`src/sv/csvp_pkg.sv`:
```
// Shared types and constants for the cube-to-sphere vertex projection block.
// No dependencies.
package csvp_pkg;

  localparam int LEVEL_W = 3;
  localparam int RAD_W   = 16;
  localparam int COORD_W = RAD_W + 1;
  localparam int IDX_W   = 8;
  localparam int FACE_W  = 3;
  localparam int DEF_MAX_LEVEL = 7;

  localparam logic [LEVEL_W-1:0] LEVEL_RST  = 3'd1;
  localparam logic [RAD_W-1:0]   RADIUS_RST = 16'd256;

  // configuration register indexes
  localparam logic CFG_LEVEL  = 1'b0;
  localparam logic CFG_RADIUS = 1'b1;

  // face order: +z, -z, -y, +y, +x, -x
  localparam logic [FACE_W-1:0] FACE_ZP = 3'd0;
  localparam logic [FACE_W-1:0] FACE_ZN = 3'd1;
  localparam logic [FACE_W-1:0] FACE_YN = 3'd2;
  localparam logic [FACE_W-1:0] FACE_YP = 3'd3;
  localparam logic [FACE_W-1:0] FACE_XP = 3'd4;
  localparam logic [FACE_W-1:0] FACE_XN = 3'd5;

  // per-stage control traveling alongside the payload
  typedef struct packed {
    logic vld;
    logic neg_a;
    logic neg_b;
  } ctl_t;

endpackage

```
`src/sv/csvp_prep.sv`:
```
// Front stages: clamp the grid point, form |a|,|b|,n, the squared norm D and
// the square targets t = 4*k^2*R^2 for the three lanes. Uses csvp_pkg.
module csvp_prep #(
  parameter int MAX_LEVEL = csvp_pkg::DEF_MAX_LEVEL
) (
  input  logic                                  clk,
  input  logic                                  rst_n,
  input  logic                                  en,
  input  logic                                  in_vld,
  input  logic [csvp_pkg::IDX_W-1:0]            col,
  input  logic [csvp_pkg::IDX_W-1:0]            row,
  input  logic [csvp_pkg::LEVEL_W-1:0]          level,
  input  logic [csvp_pkg::RAD_W-1:0]            radius,
  output csvp_pkg::ctl_t                        ctl_o,
  output logic [2*MAX_LEVEL+1:0]                d_o,
  output logic [2:0][2*MAX_LEVEL+2*csvp_pkg::RAD_W+1:0] t_o
);
  localparam int N_W   = MAX_LEVEL + 1;
  localparam int LVW   = $clog2(MAX_LEVEL + 1);
  localparam int D_W   = 2 * MAX_LEVEL + 2;
  localparam int KSQ_W = 2 * N_W;
  localparam int RR_W  = 2 * csvp_pkg::RAD_W;
  localparam int T_W   = 2 * MAX_LEVEL + 2 * csvp_pkg::RAD_W + 2;

  logic [LVW-1:0] lvl;
  logic [N_W-1:0] n, c, r, ka, kb;
  logic [N_W:0]   c2, r2, nn;
  logic           neg_a, neg_b;

  always_comb begin
    if (level == '0) lvl = LVW'(1);
    else if (int'(level) > MAX_LEVEL) lvl = LVW'(MAX_LEVEL);
    else lvl = LVW'(level);
    n  = N_W'(1) << lvl;
    c  = (int'(col) > int'(n)) ? n : N_W'(col);
    r  = (int'(row) > int'(n)) ? n : N_W'(row);
    c2 = {c, 1'b0};
    r2 = {r, 1'b0};
    nn = {1'b0, n};
    neg_a = c2 < nn;
    neg_b = r2 > nn;
    ka = neg_a ? N_W'(nn - c2) : N_W'(c2 - nn);
    kb = neg_b ? N_W'(r2 - nn) : N_W'(nn - r2);
  end

  csvp_pkg::ctl_t               ctl1_r;
  logic [2:0][KSQ_W-1:0]        ksq_r;
  logic [D_W-1:0]               d1_r;
  logic [RR_W-1:0]              rr_r;
  logic [KSQ_W+RR_W+1:0]        prod [3];

  always_ff @(posedge clk) begin
    if (!rst_n) begin
      ctl1_r <= '0;
      ctl_o  <= '0;
    end else if (en) begin
      ctl1_r <= '{vld: in_vld, neg_a: neg_a, neg_b: neg_b};
      ctl_o  <= ctl1_r;
    end
  end

  // full-width product, the concatenation alone would size it to RR_W
  always_comb begin
    for (int i = 0; i < 3; i++) begin
      prod[i] = {(KSQ_W+RR_W)'(ksq_r[i]) * (KSQ_W+RR_W)'(rr_r), 2'b00};
    end
  end

  always_ff @(posedge clk) begin
    if (en) begin
      ksq_r[0] <= ka * ka;
      ksq_r[1] <= kb * kb;
      ksq_r[2] <= n * n;
      d1_r     <= D_W'(ka * ka) + D_W'(kb * kb) + D_W'(n * n);
      rr_r     <= radius * radius;
      d_o      <= d1_r;
      for (int i = 0; i < 3; i++) t_o[i] <= prod[i][T_W-1:0];
    end
  end
endmodule

```
`config.mk`:
```
export PLATFORM = sky130hd
export DESIGN_NAME = csvp_prep
export DESIGN_NICKNAME = d
export VERILOG_FILES = /design/src/sv/csvp_pkg.sv /design/src/sv/csvp_prep.sv
export SDC_FILE = /design/constraint.sdc
export NUM_CORES = 2
export LEC_CHECK = 0
export ABC_CLOCK_PERIOD_IN_PS = 33300
export BUFFER_PORTS_ARGS = -buffer_cell sky130_fd_sc_hd__buf_2
export CELL_PAD_IN_SITES_DETAIL_PLACEMENT = 1
export CELL_PAD_IN_SITES_GLOBAL_PLACEMENT = 2
export CORE_MARGIN = 8
export CORE_UTILIZATION = 46
export DETAILED_ROUTE_END_ITERATION = 12
export PLACE_DENSITY_LB_ADDON = 0.1
export SYNTH_ARGS = -nofsm -noshare
export SYNTH_HDL_FRONTEND = slang
export SYNTH_SLANG_ARGS = --single-unit
```
`constraint.sdc`:
```
create_clock -name clk -period 33.3 [get_ports clk]
set_input_delay 3.33 -clock clk [delete_from_list [all_inputs] [get_ports clk]]
set_output_delay 3.33 -clock clk [all_outputs]
set_load 0.05 [all_outputs]
```
==> results.yml <==
clock_network:
  cts_root_buf: "clkbuf_16"
  post_cts_buffers: 0
  tritoncts: "done"
  cts_max_path_buffers: 3
  insertion_delay_ps: 630
  cts_resized: 0
  clk_pin_slew_ps: 60
  cts_sinks: 242
  ctsHoldBuffers: 0
  htreeDepth: 2
  cts_inserted_buffers: 37
detailed_routing:
  vias_per_cell: 5.250
  drtAntennaViolNets: 0
  drcViolationCount: 0
  wire_per_inst_um: 21.32
  drtPass1Iterations: 5
  drt_iter0_drc: 1960
  drt-total-wl_um: 192700
  via_count: 47462
sta:
  max_freq_ghz: 0.07000
  setup_tns_ps: 0
  post-route-min-period_ps: 14290
  finalCritPeriodShare_pct: 42.90
  final-hold-violation-count: 0
  report.final.slew_viol_count: 0
  relSlewSlack_pct: 33.14
  skew_ps: 45.61
  setup_viol: 0
  rsz0062_at_grt: "no"
  tightestPinTransition_ps: 996.2
setup_path:
  cp_slowest_cell: "xnor2_1"
  required_ps: 33670
  cp_num_buf_inv: 6
  critPathKind: "input port to flip-flop"
  crit_arrival_ps: 14660
  crit_path_max_fanout: 13
  setup.worst_path.start_class: "input port"
  endpoint_kind: "flip-flop"
  slowest_delay_ps: 670
  path_delay_family: "adder cells"
cells_and_area:
  multi_input_area_um2: 51930
  layout_commonest_cell: "inv_1"
  areaGrowthSynthToFinish_pct: 6.615
  mostFrequentLayoutCells: "inv_1 (1608), fa_1 (1394), nand2_1 (983)"
  fillCellCount: 16426
  fin_nets: 9196
  seq_area_um2: 7207
  drive_above_1_share_pct: 5.313
synthesis:
  ys_async_sr_fraction_pct: 0
  yosysUniqueCellTypes: 86
  synth_warnings: 0
  ys_ff_latch: 242
  synth_top_flop_cell: "edfxtp_1"
  synth-edff-count: 236
  synth.avg_cell_area_um2: 9.416
  yosys-top-cells-area: "fa_1 (42%), ha_1 (12%), edfxtp_1 (11%)"
  ys_seq_area_share_pct: 10.91
  synth_top_area_cell: "fa_1"
  syn_inst: 7018
  synthesis.area_um2: 66080
  synth_top_area_share_pct: 42.23
run:
  cap_violations: 0
floorplanning:
  dieArea_um2: 156000
  core.rowCount: 139
  start_util_pct: 46.17
  die_h_um: 395.0
  design.core.area_um2: 143100
  die_x_um: 395.0
  ios: 202
grt:
  grt_overflow: 0
  grt_pass1_wl_um: 307400
  grt_max_degree: 78
  grt_pass1_vias: 54582
  antenna_found_initial: 4
  grt_use_total_pct: 24.96
outcome:
  outcome: "finished, final reports clean"
hold_path:
  hp-class: "flip-flop to flip-flop"
placement:
  gp_congestion: 0.8182
  dp_hpwl_um: 149000
  io_buffers: 192
-- synthesized netlist by cell type, types with 7 or more instances --
library cell / instances
a211oi_1: 16
a21boi_0: 7
a21o_1: 90
a21oi_1: 181
a31oi_1: 17
and2_1: 575
and3_1: 24
buf_1: 9
buf_4: 12
clkbuf_1: 313
edfxtp_1: 236
fa_1: 1394
ha_1: 654
inv_1: 1608
mux2_2: 11
mux2i_1: 9
nand2_1: 983
nand2b_1: 36
nand3_1: 39
nand4_1: 20
nor2_1: 130
nor2b_1: 41
nor3_1: 37
o211ai_1: 18
o21a_1: 23
o21ai_0: 91
o21ai_1: 8
o21bai_1: 35
o31ai_1: 9
or2_2: 14
or3_1: 9
xnor2_1: 168
xor2_1: 71
-- layer usage --
layer	share of wire (%)	global-route usage, %	routed length, um	vias to the layer above
met5	0	0	0	-
met1	41	30.72	78260	25216
met4	3.4	7.622	6597	0
met3	3.4	2.458	6548	262
met2	53	46.05	101300	858
li1	-	-	-	21126
-- registers in the layout, summed over array words and instances, names as in the netlist --
signal and count:
t_o 133, ksq_r 42, rr_r 31, d1_r 15, d_o 15, ctl1_r 3, ctl_o 3
-- worst paths after layout --
kind / startpoint / endpoint / slack, ps / cells past startpoint
setup reg to reg: ksq_r[4] / t_o[47] / 24910 / 22
hold reg to reg: d1_r[3] / d_o[3] / 450 / 0
hold / removal: d1_r[3] / d_o[3] / 450 / 0
setup / recovery: level[2] / d1_r[15] / 19010 / 43
-- worst reg2reg max path, cell delays in order, from the launching register on --
cell	delay, ps
edfxtp_1	590
buf_4	490
nand2_1	180
fa_1	550
inv_1	50
fa_1	480
inv_1	60
fa_1	480
fa_1	600
fa_1	470
fa_1	520
inv_1	50
ha_1	330
a21oi_1	290
o2111ai_1	170
o211ai_1	240
o221ai_1	370
a221o_1	450
a22o_1	220
a41o_1	320
a311oi_1	800
o21ai_1	230
xnor2_1	180
-- kinds of logic (layout without fill, tap and decap cells) --
| logic type | after synthesis | after routing | share of synthesized area (%) |
|---|---|---|---|
| adder cells (fa/ha/maj) | 2048 | 2048 | 54.61 |
| other | 2 | 116 | 0.01136 |
| buffers and inverters | 1947 | 1952 | 11.13 |
| AND/OR/NAND/NOR | 1940 | 1940 | 14.13 |
| XOR/XNOR | 240 | 240 | 3.192 |
| multiplexers | 21 | 21 | 0.3465 |
| AO/OA/AOI/OAI | 578 | 578 | 5.672 |
| flip-flops | 242 | 242 | 10.91 |
-- final cells by class --
cell class / instances / share of cell area, %
Sequential cell: 242 / 10.23
Tap cell: 1903 / 3.379
Clock buffer: 43 / 1.346
Antenna cell: 4 / 0.01421
Multi-Input combinational cell: 4939 / 73.71
Clock inverter: 20 / 0.4386
Inverter: 1610 / 8.577
Timing Repair Buffer: 279 / 2.305
-- through the flow --
stage / hold slack, ps / util [%] / cell area (um^2) / cells / setup WS, ps
floorplan: 400.3 / - / 66500 / 7128 / 19660
global placement: 441.5 / 48.34 / 69190 / 8973 / 18580
detailed placement: 439.7 / 48.34 / 69190 / 8973 / 18230
CTS: 432.9 / 49.22 / 70450 / 9036 / 18880
global route: 447.1 / 49.22 / 70450 / 9038 / 18320
finish: 446.0 / 49.22 / 70460 / 9040 / 19010
Power is left out: the tool's default activity adds up to more than one toggle a clock period on the data nets, which glitch-free logic cannot reach.
